--- src/rtl/page_table_map_insert_assert.svh ---
// Assertion macros shared by the page table map engine
`ifndef PAGE_TABLE_MAP_INSERT_ASSERT_SVH
`define PAGE_TABLE_MAP_INSERT_ASSERT_SVH

// Consequent must hold in the same cycle as the antecedent
`define PTMI_ASSERT_SAME(lbl, ante, cons, msg) \
  lbl: assert property (@(posedge clk) disable iff (!rst_n) (ante) |-> (cons)) \
    else $error(msg);

// Consequent must hold in the cycle after the antecedent
`define PTMI_ASSERT_NEXT(lbl, ante, cons, msg) \
  lbl: assert property (@(posedge clk) disable iff (!rst_n) (ante) |=> (cons)) \
    else $error(msg);

`endif

--- src/rtl/ptmi_pkg.sv ---
// Shared constants, codes and controller/datapath interface types
package ptmi_pkg;

  // Table geometry
  localparam int TABLE_PAGES = 64;
  localparam int LEVELS      = 4;
  localparam int IDX_W       = 9;
  localparam int ENTRIES     = 512;
  localparam int PAGE_W      = $clog2(TABLE_PAGES);
  localparam int ADDR_W      = PAGE_W + IDX_W;
  localparam int DEPTH       = TABLE_PAGES * ENTRIES;
  localparam int NFP_W       = $clog2(TABLE_PAGES + 1);
  localparam int LVL_W       = $clog2(LEVELS);
  localparam int VA_W        = IDX_W * LEVELS;

  // Field widths
  localparam int PHYS_W      = 52;
  localparam int VIRT_W      = 36;
  localparam int FLAGS_W     = 12;
  localparam int STATUS_W    = 2;
  localparam int NEWT_W      = 2;
  localparam int ENTRY_W     = 64;
  localparam int FREE_W      = 7;
  localparam int FREE_MAX    = (1 << FREE_W) - 1;
  localparam int ROOT_W      = 6;
  localparam int FRAME_W     = 36;
  localparam int FRAME_LSB   = 12;
  localparam int CFG_IDX_W   = 1;
  localparam int CFG_DATA_W  = 36;
  localparam int IN_TDATA_W  = 104;
  localparam int OUT_TDATA_W = 80;

  // Result status codes
  localparam logic [STATUS_W-1:0] ST_MAPPED    = 2'd0;
  localparam logic [STATUS_W-1:0] ST_EXHAUSTED = 2'd1;
  localparam logic [STATUS_W-1:0] ST_OUTSIDE   = 2'd2;

  // Configuration register indexes
  localparam logic [CFG_IDX_W-1:0] REG_ROOT_PAGE = 1'b0;
  localparam logic [CFG_IDX_W-1:0] REG_POOL_BASE = 1'b1;

  // Controller to datapath commands
  typedef struct packed {
    logic                clr_wr;
    logic                start;
    logic                rd;
    logic                follow;
    logic                alloc;
    logic                leaf_wr;
    logic                set_err;
    logic [STATUS_W-1:0] err_code;
    logic                load_out;
  } cmd_t;

  // Datapath to controller status
  typedef struct packed {
    logic clr_last;
    logic root_bad;
    logic present;
    logic entry_out;
    logic pool_full;
    logic alloc_wrap;
    logic next_last;
    logic out_busy;
  } sts_t;

endpackage

--- src/rtl/ptmi_ctrl.sv ---
// Walk sequencer: clearing pass, per-level read/evaluate, leaf write, result load
module ptmi_ctrl (
  input  logic           clk,
  input  logic           rst_n,
  input  logic           in_tvalid,
  output logic           in_tready,
  input  ptmi_pkg::sts_t sts,
  output ptmi_pkg::cmd_t cmd
);
  import ptmi_pkg::*;

  localparam logic [2:0] S_CLEAR = 3'd0;
  localparam logic [2:0] S_IDLE  = 3'd1;
  localparam logic [2:0] S_READ  = 3'd2;
  localparam logic [2:0] S_EVAL  = 3'd3;
  localparam logic [2:0] S_LEAF  = 3'd4;
  localparam logic [2:0] S_DONE  = 3'd5;

  logic [2:0] state_r;
  logic [2:0] state_nxt;

  // Hold state, reset into the clearing pass
  always_ff @(posedge clk) begin
    if (!rst_n) begin
      state_r <= S_CLEAR;
    end else begin
      state_r <= state_nxt;
    end
  end

  assign in_tready = (state_r == S_IDLE);

  // Next state and commands
  always_comb begin
    state_nxt    = state_r;
    cmd          = '0;
    cmd.err_code = ST_MAPPED;
    case (state_r)
      S_CLEAR: begin
        cmd.clr_wr = 1'b1;
        if (sts.clr_last) begin
          state_nxt = S_IDLE;
        end
      end
      S_IDLE: begin
        if (in_tvalid) begin
          cmd.start = 1'b1;
          state_nxt = sts.root_bad ? S_DONE : S_READ;
        end
      end
      S_READ: begin
        cmd.rd    = 1'b1;
        state_nxt = S_EVAL;
      end
      S_EVAL: begin
        if (sts.present) begin
          if (sts.entry_out) begin
            cmd.set_err  = 1'b1;
            cmd.err_code = ST_OUTSIDE;
            state_nxt    = S_DONE;
          end else begin
            cmd.follow = 1'b1;
            state_nxt  = sts.next_last ? S_LEAF : S_READ;
          end
        end else if (sts.pool_full) begin
          cmd.set_err  = 1'b1;
          cmd.err_code = ST_EXHAUSTED;
          state_nxt    = S_DONE;
        end else begin
          cmd.alloc = 1'b1;
          if (sts.alloc_wrap) begin
            cmd.set_err  = 1'b1;
            cmd.err_code = ST_OUTSIDE;
            state_nxt    = S_DONE;
          end else begin
            state_nxt = sts.next_last ? S_LEAF : S_READ;
          end
        end
      end
      S_LEAF: begin
        cmd.leaf_wr = 1'b1;
        state_nxt   = S_DONE;
      end
      S_DONE: begin
        if (!sts.out_busy) begin
          cmd.load_out = 1'b1;
          state_nxt    = S_IDLE;
        end
      end
      default: begin
        state_nxt = S_CLEAR;
      end
    endcase
  end

endmodule

--- config.mk ---
export PLATFORM = sky130hd
export DESIGN_NAME = ptmi_ctrl
export DESIGN_NICKNAME = d
export VERILOG_FILES = /design/src/rtl/page_table_map_insert_assert.svh /design/src/rtl/ptmi_pkg.sv /design/src/rtl/ptmi_ctrl.sv
export SDC_FILE = /design/constraint.sdc
export NUM_CORES = 1
export LEC_CHECK = 0
export BUFFER_PORTS_ARGS = -buffer_cell sky130_fd_sc_hd__buf_2
export CAP_MARGIN = 20
export CORE_AREA = 2 2 39 41
export CTS_BUF_LIST = sky130_fd_sc_hd__clkbuf_8
export DETAILED_ROUTE_END_ITERATION = 10
export DIE_AREA = 0 0 41 43
export PLACE_DENSITY = 0.56
export SLEW_MARGIN = 30
export SYNTH_ARGS = -nofsm -noshare
export SYNTH_HDL_FRONTEND = slang
export SYNTH_SLANG_ARGS = --single-unit
--- constraint.sdc ---
create_clock -name clk -period 2 [get_ports clk]
set_input_delay 0.4 -clock clk [delete_from_list [all_inputs] [get_ports clk]]
set_output_delay 0.4 -clock clk [all_outputs]
set_load 0.01 [all_outputs]
==> implementation parameters, run 1 <==
Parameter                              Value

Run status
  Result of the run ... finished, final reports clean

Placed design
  Final Wtd Congestion ... a little under 0.7
  DP Area ... approximately 410 um2
  Buffers added on ports ... 21

Cells and area
  Filler Cells Inserted ... 162
  Layout Nets ... 76
  Area of the multi-input gates ... 221 um2
  Cell area after layout ... between 400 and 500 um2
  Core Util, Final ... 0.329
  Number of antenna repair diodes ... 0
  Number of flip-flops in the largest register ... 3
  Registers with the most flip-flops ... state_r: 3 flops
  Layout overhead on the synthesized area ... 52.3%
  Share of cells above drive strength 1 ... 0.391
  Most flops, register ... state_r
  Area occupied by registers ... approximately 60 um2

Setup path
  Delay of the slowest cell on the worst path ... around 0.54 ns
  Worst setup EP type ... output pin
  Crit Path Max Fanout ... 14
  Critical path class ... reg2out
  Series of cell instances along the critical path ... nand3b_1, nor3b_1, buf_2
  Crit path launch type ... flop
  Category of cells accounting for the largest share of critical-path delay ... flip-flops
  Buf/Inv on CP ... 1
  Data arrival time of the critical path ... 1.36 ns
  Critical path data required time ... about 1.6 ns
  Critical path's slowest cell ... sky130_fd_sc_hd__dfxtp_1

CTS
  CTS Buf Count ... 3
  Post-cts repair resize count ... 0
  Post-CTS Repair Setup Buffers ... 0
  Total number of H-tree levels ... 1
  Maximum root-to-sink buffer count ... 2
  Clock insertion delay at the later pin of the skew report ... between 0.2 and 0.25 ns
  Clock-pin slew reported for the worst setup and hold paths after clock tree synthesis ... approximately 0.03 ns
  CTS tree ... built
  Clock tree root buffer cell ... sky130_fd_sc_hd__clkbuf_8
  Clock tree sinks ... 3
  Cts-stage hold buffer count ... 0

Logic synthesis
  Fraction of the yosys area taken by sequential cells ... 0.201
  Cell area after technology mapping ... roughly 300 um2
  Avg Inst Size Synth ... just over 7 um2
  Cells after Synth ... 42
  Library cells used by synthesis ... 27
  Post-synth net total ... 53
  #FFs+latches synth ... 3
  Ys Warns ... 0

Detailed routing
  DRC violations left ... 0
  Number of vias per cell ... 4.83
  Detailed-router iteration count before antenna repair ... 4
  Average detailed-routed wire length per instance ... around 10 um
  Total number of vias ... just under 400
  Number of DRC markers after the initial detailed-route iteration ... 4
  Total wire length after detailed routing ... approximately 800 um
  Count of antenna-violating nets left after detailed routing ... 0

Floorplan
  Area of the die ... about 0.0018 mm2
  Number of ports placed on the die boundary ... 22
  Row Count ... 14
  Placeable core area ... around 0.0014 mm2
  Floorplan die height ... 43 um
  Initial standard-cell utilization of the core ... 0.216
  Chip Width ... about 41 um

STA
  Highest clock rate ... 567 MHz
  Hold Violations, Final ... 0
  Actual slew at the worst max-slew pin ... between 0.3 and 0.4 ns
  Worst hold-check slack ... a little over 0.4 ns
  Total of endpoints with negative setup slack in the final report ... 0
  RSZ-0062 raised after global routing ... no
  Shortest clock period the worst path allows after layout ... 1.76 ns
  Post-route setup TNS ... 0 ns
  Final setup skew ... between 0.0002 and 0.0003 ns
  Number of max-slew violations in the final report ... 0
  Crit share post-route ... 0.881
  Max-Slew Margin vs Limit ... 0.741

Power and ir drop
  Reg power frac ... 0.252
  Pwr per Cell Area ... 673 mW/mm2
  Clock share of power ... 0.552
  Maximum ir drop on the vdd rail ... around 0.16 mV
  Psw ... 0.0797 mW
  Total leakage power ... approximately 0.22 nW
  Power share of the combinational group ... 0.197
  Power Total ... slightly above 0.3 mW
  Switching fraction of total power ... 0.260
  Int Pwr ... between 0.2 and 0.25 mW

Worst hold path
  Class of the tightest hold or removal check ... in2reg

Global routing
  First-pass GRT wire length ... 1120 um
  Via count of the first global-routing pass ... ~290
  Number of antenna violations at the first check in global routing ... 0
  Remaining global-route overflow ... 0
  Maximum number of pins on one net before global-route repair ... 15
  Total Routing Usage GR ... 0.0923

Flow run
  Number of violations of the max-capacitance limit ... 0
path summary, 6_finish.rpt:
check,startpoint,endpoint,slack (ns),cells after the start
worst min-delay path,rst_n,state_r[1]$_SDFFE_PN0P_,0.41,2
worst max-delay path,state_r[0]$_SDFFE_PN0P_,cmd[1],0.24,3
worst min register to register,state_r[1]$_SDFFE_PN0P_,state_r[0]$_SDFFE_PN0P_,0.75,2
worst max register to register,state_r[0]$_SDFFE_PN0P_,state_r[2]$_SDFFE_PN0P_,0.67,3
per-layer routing:
metal  vias up  part of all wire  global-route usage
met5         -                 0                   0
met4         0                 0              0.0800
met3         0             0.095                   0
met2        19              0.48               0.122
met1       167              0.43               0.131
li1        200                 -                   -
final cells by class:
cell class / instances / share of cell area
inverters: 1 / 0.00824
clock inverters: 1 / 0.00824
repair buffers: 21 / 0.231
clock buffers: 3 / 0.0907
well taps: 16 / 0.0440
flip-flops and latches: 3 / 0.132
multi-input cells: 35 / 0.486
cell usage in the layout (no fill, tap or decap), drive strengths merged:
cell type | Yosys | layout
or4 | 1 | 1
clkbuf | 1 | 3
nand3 | 1 | 1
and3b | 1 | 1
a311o | 1 | 1
nand3b | 2 | 2
mux2i | 1 | 1
nand2b | 1 | 1
nor3b | 2 | 2
nor4 | 1 | 1
o21a | 1 | 1
a21oi | 1 | 1
or2b | 1 | 1
a221oi | 2 | 2
and2 | 1 | 1
nor4bb | 1 | 1
nor2 | 6 | 6
dfxtp | 3 | 3
buf | 2 | 21
or3b | 1 | 1
o31ai | 1 | 1
inv | 1 | 2
o21ai | 1 | 1
a31oi | 1 | 1
nor3 | 3 | 3
a22oi | 1 | 1
nand2 | 3 | 3
cell usage after synthesis:
library cell / count / area (um2)
sky130_fd_sc_hd__nor4_1: 1 / 6.26
sky130_fd_sc_hd__nor4bb_1: 1 / 10.0
sky130_fd_sc_hd__nand2b_1: 1 / 6.26
sky130_fd_sc_hd__nand2_1: 3 / 11.3
sky130_fd_sc_hd__and3b_1: 1 / 8.76
sky130_fd_sc_hd__or3b_2: 1 / 8.76
sky130_fd_sc_hd__nor3b_1: 2 / 15.0
sky130_fd_sc_hd__a311o_1: 1 / 10.0
sky130_fd_sc_hd__inv_1: 1 / 3.75
sky130_fd_sc_hd__and2_1: 1 / 6.26
sky130_fd_sc_hd__o21ai_0: 1 / 5.00
sky130_fd_sc_hd__mux2i_1: 1 / 10.0
sky130_fd_sc_hd__clkbuf_1: 1 / 3.75
sky130_fd_sc_hd__nor3_1: 3 / 15.0
sky130_fd_sc_hd__dfxtp_1: 3 / 60.1
sky130_fd_sc_hd__o31ai_1: 1 / 7.51
sky130_fd_sc_hd__or4_1: 1 / 7.51
sky130_fd_sc_hd__or2b_1: 1 / 7.51
sky130_fd_sc_hd__nand3_1: 1 / 5.00
sky130_fd_sc_hd__nand3b_1: 2 / 15.0
sky130_fd_sc_hd__nor2_1: 6 / 22.5
sky130_fd_sc_hd__a31oi_1: 1 / 6.26
sky130_fd_sc_hd__a21oi_1: 1 / 5.00
sky130_fd_sc_hd__a22oi_1: 1 / 7.51
sky130_fd_sc_hd__o21a_1: 1 / 7.51
sky130_fd_sc_hd__buf_2: 2 / 10.0
sky130_fd_sc_hd__a221oi_1: 2 / 17.5
worst reg2reg max path, stage by stage (launching register included):
cell and delay [ns]:
sky130_fd_sc_hd__dfxtp_1 0.54, sky130_fd_sc_hd__a21oi_1 0.11, sky130_fd_sc_hd__a311o_1 0.32, sky130_fd_sc_hd__a221oi_1 0.25
per-stage QoR:
step | setup WS (ns) | instances
2_1_floorplan | 0.539 | 42
3_5_place_dp | 0.462 | 76
3_3_place_gp | 0.489 | 76
6_report | 0.237 | 80
5_1_grt | 0.131 | 80
4_1_cts | 0.226 | 80
logic make-up (layout without fill, tap and decap cells):
| kind of cell | after synthesis | in the layout | synth area share |
|---|---|---|---|
| buf+inv | 4 | 26 | 0.0586 |
| simple gates | 25 | 25 | 0.485 |
| flops | 3 | 3 | 0.201 |
| compound gates | 9 | 9 | 0.222 |
| mux | 1 | 1 | 0.0335 |
power by group through the flow:
stage	Clock, mW	Sequential, mW	Combinational (mW)
3_3_place_gp	0	0.0782	0.0608
2_1_floorplan	0	0.0685	0.0438
3_5_place_dp	0	0.0781	0.0607
4_1_cts	0.174	0.0773	0.0609
5_1_grt	0.176	0.0787	0.0682
6_report	0.169	0.0771	0.0603
Note: power is estimated with default switching activity, not from simulation.
==> run 2: changes to the inputs <==
MAX_ROUTING_LAYER = met4   (was unset)
PLACE_DENSITY = unset   (was 0.56)
==> run 2 against run 1 <==
Clock skew increased by 0.00096 ns. Flip-flop and latch count did not move. Worst hold slack hardly changed. Via count is 1.3% higher. Worst setup slack lost 0.029 ns. Critical path depth did not move. Register-to-register slack about the same. Die area unchanged. Sequential power up 0.6%. Clock power rose by 3%. Final cell count stayed put.
==> implementation parameters, run 2 (synthesis results as in run 1) <==
Parameter                              Value

STA
  RSZ-0062 raised after global routing ... no
  Highest clock rate ... 558 MHz (-1.6%)
  Post-route setup TNS ... 0 ns (unchanged)
  Shortest clock period the worst path allows after layout ... 1.79 ns (+0.0291 ns)
  Total of endpoints with negative setup slack in the final report ... 0 (unchanged)
  Final setup skew ... 0.00123 ns (+0.000955 ns)
  Max-Slew Margin vs Limit ... 0.729 (-0.0121)
  Crit share post-route ... 0.896 (+0.0145)
  Setup ws final ... 0.208 ns (-0.0291 ns)
  Hold Violations, Final ... 0 (unchanged)
  Actual slew at the worst max-slew pin ... 0.406 ns (+0.0181 ns)
  Number of max-slew violations in the final report ... 0 (unchanged)

CTS
  Clock insertion delay at the later pin of the skew report ... 0.22 ns (about the same)
  Post-cts repair resize count ... 0 (unchanged)
  Maximum root-to-sink buffer count ... 2 (unchanged)
  CTS tree ... built
  Total number of H-tree levels ... 1 (unchanged)
  Post-CTS Repair Setup Buffers ... 0 (unchanged)
  Clock tree sinks ... 3 (unchanged)
  CTS Buf Count ... 3 (unchanged)
  Clock-pin slew reported for the worst setup and hold paths after clock tree synthesis ... 0.03 ns (about the same)
  Cts-stage hold buffer count ... 0 (unchanged)
  Clock tree root buffer cell ... sky130_fd_sc_hd__clkbuf_8

Cells and area
  Number of antenna repair diodes ... 0 (unchanged)
  Layout Nets ... 76 (unchanged)
  Share of cells above drive strength 1 ... 0.391 (unchanged)
  Registers with the most flip-flops ... state_r: 3 flops
  Number of flip-flops in the largest register ... 3 (unchanged)
  Layout overhead on the synthesized area ... 52.3% (unchanged)
  Most common library cell in the layout ignoring fill and taps ... sky130_fd_sc_hd__buf_2
  Number of cells in the finished layout apart from fillers ... 80 (unchanged)
  Most frequent cells in the layout ... sky130_fd_sc_hd__buf_2 (21), sky130_fd_sc_hd__nor2_1 (6)
  Most flops, register ... state_r

Placed design
  Cells after DPL ... 76 (unchanged)
  Buffers added on ports ... 21 (unchanged)
  HPWL Detailed ... between 600 and 700 um
  Final Wtd Congestion ... 0.780 (+16%)
  Dpl ws ... 0.435 ns (-0.0269 ns)

Global routing
  Remaining global-route overflow ... 0 (unchanged)
  Maximum number of pins on one net before global-route repair ... 15 (unchanged)
  Number of antenna violations at the first check in global routing ... 0 (unchanged)
  First-pass GRT wire length ... 1260 um (+12%)
  Total Routing Usage GR ... 0.115 (+0.0229)
  Via count of the first global-routing pass ... 341 (+19%)

Detailed routing
  Total wire length after detailed routing ... 838 um (+4.5%)
  DRC violations left ... 0 (unchanged)
  Number of vias per cell ... 4.89 (+1.3%)
  Detailed-router iteration count before antenna repair ... 4 (unchanged)
  Average detailed-routed wire length per instance ... 10.5 um (+4.5%)
  Count of antenna-violating nets left after detailed routing ... 0 (unchanged)
  Number of DRC markers after the initial detailed-route iteration ... 5 (+1)
  Total number of vias ... 391 (+1.3%)

Floorplan
  Chip Width ... 41 um (unchanged)
  Row Count ... 14 (unchanged)
  Number of ports placed on the die boundary ... 22 (unchanged)
  Placeable core area ... 0.00138 mm2 (unchanged)
  Floorplan die height ... 43 um (unchanged)
  Initial standard-cell utilization of the core ... 0.216 (unchanged)
  Area of the die ... 0.00176 mm2 (unchanged)

Power and ir drop
  Power Total ... 0.312 mW (+1.9%)
  Total leakage power ... 0.218 nW (unchanged)
  Maximum ir drop on the vdd rail ... 0.175 mV (+11%)
  Pwr per Cell Area ... 686 mW/mm2 (+1.9%)

Setup path
  Critical path data required time ... 1.60 ns (about the same)
  Critical path class ... reg2out
  Crit path launch type ... flop
  Crit Path Max Fanout ... 14 (unchanged)
  Worst setup EP type ... output pin
  Data arrival time of the critical path ... 1.39 ns (+0.03 ns)

Worst hold path
  Class of the tightest hold or removal check ... in2reg

Flow run
  Number of violations of the max-capacitance limit ... 0 (unchanged)

Run status
  Result of the run ... finished, final reports clean
[run 2: cell counts in the layout (fill, tap and decap cells not counted)]
Identical to the previous run, type by type.
[run 2: final timing paths]
path	end	cells after the start	slack [ns]	start
worst max register to register	state_r[2]$_SDFFE_PN0P_	3	0.66	state_r[0]$_SDFFE_PN0P_
worst max-delay path	cmd[1]	3	0.21	state_r[0]$_SDFFE_PN0P_
worst min register to register	state_r[0]$_SDFFE_PN0P_	2	0.74	state_r[1]$_SDFFE_PN0P_
worst min-delay path	state_r[1]$_SDFFE_PN0P_	2	0.41	rst_n
[run 2: final cells by class]
cell class,instances,area (um2)
timing repair buffer,21,105
inverter,1,3.75
fill,158,928
multi-input combinational,35,221
tap,16,20.0
sequential,3,60.1
clock buffer,3,41.3
clock inverter,1,3.75
[run 2: where the power goes]
part           switching (mW)  internal (mW)  total (mW)
combinational          0.0286         0.0318      0.0603
clock                  0.0434          0.131       0.174
sequential             0.0130         0.0646      0.0776
[run 2: per-stage QoR]
stage / utilization / cell area (um2) / hold slack (ns)
after floorplan: - / 299 / 0.518
after global placement: 0.297 / 410 / 0.630
after detailed placement: 0.297 / 410 / 0.633
after CTS: 0.329 / 455 / 0.407
after global routing: 0.329 / 455 / 0.417
final: 0.329 / 455 / 0.413
[run 2: critical path, stage by stage (launching register included)]
cell and delay (ns):
sky130_fd_sc_hd__dfxtp_1 0.56, sky130_fd_sc_hd__nand3b_1 0.23, sky130_fd_sc_hd__nor3b_1 0.23, sky130_fd_sc_hd__buf_2 0.16
[run 2: metal layers]
| layer | up-vias | GRT usage | share of wire |
|---|---|---|---|
| met5 | - | - | 0 |
| met4 | 0 | 0.100 | 0.021 |
| met3 | 2 | 0.0471 | 0.076 |
| met2 | 18 | 0.153 | 0.47 |
| met1 | 170 | 0.125 | 0.43 |
| li1 | 201 | - | - |
==> run 3: changes to the inputs <==
CELL_PAD_IN_SITES_DETAIL_PLACEMENT = 2   (was unset)
CELL_PAD_IN_SITES_GLOBAL_PLACEMENT = 2   (was unset)
CORE_AREA = unset   (was 2 2 39 41)
CORE_UTILIZATION = 20   (was unset)
DIE_AREA = unset   (was 0 0 41 43)
PLACE_DENSITY_LB_ADDON = 0.1   (was unset)
==> run 3 against run 2 <==
Flip-flop and latch count unchanged. Routed wire length increased by 35%. Die area decreased by 6.2%. Clock-buffer cell count unchanged. Combinational power increased by 11%. Worst hold slack improved by 0.028 ns. Total power decreased by 0.88%. Core utilization increased by 1.3 points. Worst setup slack improved by 0.012 ns. Critical path depth unchanged. Clock power decreased by 5%. Non-clock buffer count increased by 1.
==> implementation parameters, run 3 (synthesis results as in run 1) <==
Parameter                              Value

CTS
  CTS Buf Count ... 3 (unchanged)
  Clock tree sinks ... 3 (unchanged)
  CTS tree ... built
  Clock insertion delay at the later pin of the skew report ... 0.21 ns (about the same)
  Post-CTS Repair Setup Buffers ... 0 (unchanged)
  Clock-pin slew reported for the worst setup and hold paths after clock tree synthesis ... 0.03 ns (about the same)
  Cts-stage hold buffer count ... 0 (unchanged)
  Maximum root-to-sink buffer count ... 2 (unchanged)
  Clock tree root buffer cell ... sky130_fd_sc_hd__clkbuf_8
  Total number of H-tree levels ... 1 (unchanged)
  Post-cts repair resize count ... 0 (unchanged)

Global routing
  Via count of the first global-routing pass ... 397 (+16%)
  Maximum number of pins on one net before global-route repair ... 15 (unchanged)
  Number of antenna violations at the first check in global routing ... 0 (unchanged)
  Total Routing Usage GR ... 0.167 (+0.0514)
  Remaining global-route overflow ... 0 (unchanged)
  First-pass GRT wire length ... 1840 um (+46%)

Cells and area
  Number of flip-flops in the largest register ... 3 (unchanged)
  Layout overhead on the synthesized area ... 54.4%
  Share of cells above drive strength 1 ... 0.400 (+0.00938)
  Most frequent cells in the layout ... sky130_fd_sc_hd__buf_2 (21), sky130_fd_sc_hd__nor2_1 (6)
  Layout Nets ... 77 (+1.3%)
  Core Util, Final ... 0.342 (+0.0129)
  Cell area after layout ... 462 um2 (+1.4%)
  Number of antenna repair diodes ... 0 (unchanged)
  Most common library cell in the layout ignoring fill and taps ... sky130_fd_sc_hd__buf_2
  Most flops, register ... state_r
  Registers with the most flip-flops ... state_r: 3 flops
  Number of cells in the finished layout apart from fillers ... 80 (unchanged)

STA
  Hold Violations, Final ... 0 (unchanged)
  Post-route setup TNS ... 0 ns (unchanged)
  Final setup skew ... 0.000539 ns (-0.000696 ns)
  Actual slew at the worst max-slew pin ... 0.421 ns (+0.0154 ns)
  Highest clock rate ... 562 MHz (+0.68%)
  Shortest clock period the worst path allows after layout ... 1.78 ns (-0.0121 ns)
  RSZ-0062 raised after global routing ... no
  Number of max-slew violations in the final report ... 0 (unchanged)
  Max-Slew Margin vs Limit ... 0.719 (-0.0103)
  Crit share post-route ... 0.890 (-0.00604)
  Setup ws final ... 0.220 ns (+0.0121 ns)
  Total of endpoints with negative setup slack in the final report ... 0 (unchanged)
  Worst hold-check slack ... 0.441 ns (+0.0279 ns)

Floorplan
  Area of the die ... 0.00165 mm2 (-6.2%)
  Row Count ... 13 (-1)
  Initial standard-cell utilization of the core ... 0.222 (+0.00541)
  Chip Width ... 40.7 um (-0.82%)
  Floorplan die height ... 40.7 um (-5.4%)
  Number of ports placed on the die boundary ... 22 (unchanged)
  Placeable core area ... 0.00135 mm2 (-2.4%)

Power and ir drop
  Int Pwr ... 0.228 mW (+0.24%)
  Switching fraction of total power ... 0.264 (-0.00827)
  Pwr per Cell Area ... 670 mW/mm2 (-2.2%)
  Power Total ... 0.310 mW (-0.88%)
  Power share of the combinational group ... 0.217 (+0.024)
  Clock share of power ... 0.535 (-0.023)
  Reg power frac ... 0.248 (about the same)
  Total leakage power ... 0.223 nW (+2.5%)
  Psw ... 0.0816 mW (-3.9%)
  Maximum ir drop on the vdd rail ... 0.158 mV (-9.7%)

Flow run
  Number of violations of the max-capacitance limit ... 0 (unchanged)

Setup path
  Data arrival time of the critical path ... 1.38 ns (about the same)
  Reg2reg start ... state_r[0]$_SDFFE_PN0P_
  Crit path launch type ... flop
  Critical path data required time ... 1.60 ns (about the same)
  Crit Path Max Fanout ... 14 (unchanged)
  Start point of the critical path ... state_r[0]$_SDFFE_PN0P_
  Critical path class ... reg2out
  Worst setup EP type ... output pin

Detailed routing
  Detailed-router iteration count before antenna repair ... 2 (-2)
  Total number of vias ... 407 (+4.1%)
  Number of DRC markers after the initial detailed-route iteration ... 2 (-3)
  Total wire length after detailed routing ... 1130 um (+35%)
  Count of antenna-violating nets left after detailed routing ... 0 (unchanged)
  DRC violations left ... 0 (unchanged)
  Number of vias per cell ... 5.09 (+4.1%)
  Average detailed-routed wire length per instance ... 14.1 um (+35%)

Placed design
  Final Wtd Congestion ... 0.714 (-8.4%)
  Cells after DPL ... 76 (unchanged)
  Dpl ws ... 0.424 ns (-0.0103 ns)
  DP Area ... 417 um2 (+1.5%)
  HPWL Detailed ... 815 um (+31%)
  Buffers added on ports ... 21 (unchanged)

Worst hold path
  Class of the tightest hold or removal check ... in2reg
  Worst min-delay path startpoint ... rst_n

Run status
  Result of the run ... finished, final reports clean
run 3: final cells by class:
cell class,count,area [um2]
tap,15,18.8
fill,171,888
timing repair buffer,22,113
clock buffer,3,41.3
sequential,3,60.1
clock inverter,1,3.75
inverter,1,3.75
multi-input combinational,35,221
run 3: path summary, 6_finish.rpt:
check | endpoint | slack [ns] | cells past startpoint
worst max register to register | state_r[2]$_SDFFE_PN0P_ | 0.64 | 3
worst max-delay path | cmd[1] | 0.22 | 3
worst min register to register | state_r[0]$_SDFFE_PN0P_ | 0.68 | 2
worst min-delay path | state_r[1]$_SDFFE_PN0P_ | 0.44 | 2
run 3: layer usage:
layer / up-vias / GRT usage / routed length [um]
met2: 13 / 0.310 / 571
li1: 202 / - / -
met1: 192 / 0.205 / 522
met4: 0 / 0.0250 / 0
met3: 0 / 0 / 37
met5: - / - / 0
run 3: power by group through the flow:
stage | clock network, mW | logic, mW | registers [mW]
6_report | 0.166 | 0.0672 | 0.0768
5_1_grt | 0.179 | 0.0760 | 0.0783
4_1_cts | 0.169 | 0.0685 | 0.0770
3_5_place_dp | 0 | 0.0673 | 0.0775
3_3_place_gp | 0 | 0.0663 | 0.0773
2_1_floorplan | 0 | 0.0438 | 0.0685
run 3: worst max-delay path: stages (launching register included):
cell	delay, ns
sky130_fd_sc_hd__dfxtp_1	0.57
sky130_fd_sc_hd__nand3b_1	0.23
sky130_fd_sc_hd__nor3b_1	0.22
sky130_fd_sc_hd__buf_2	0.15
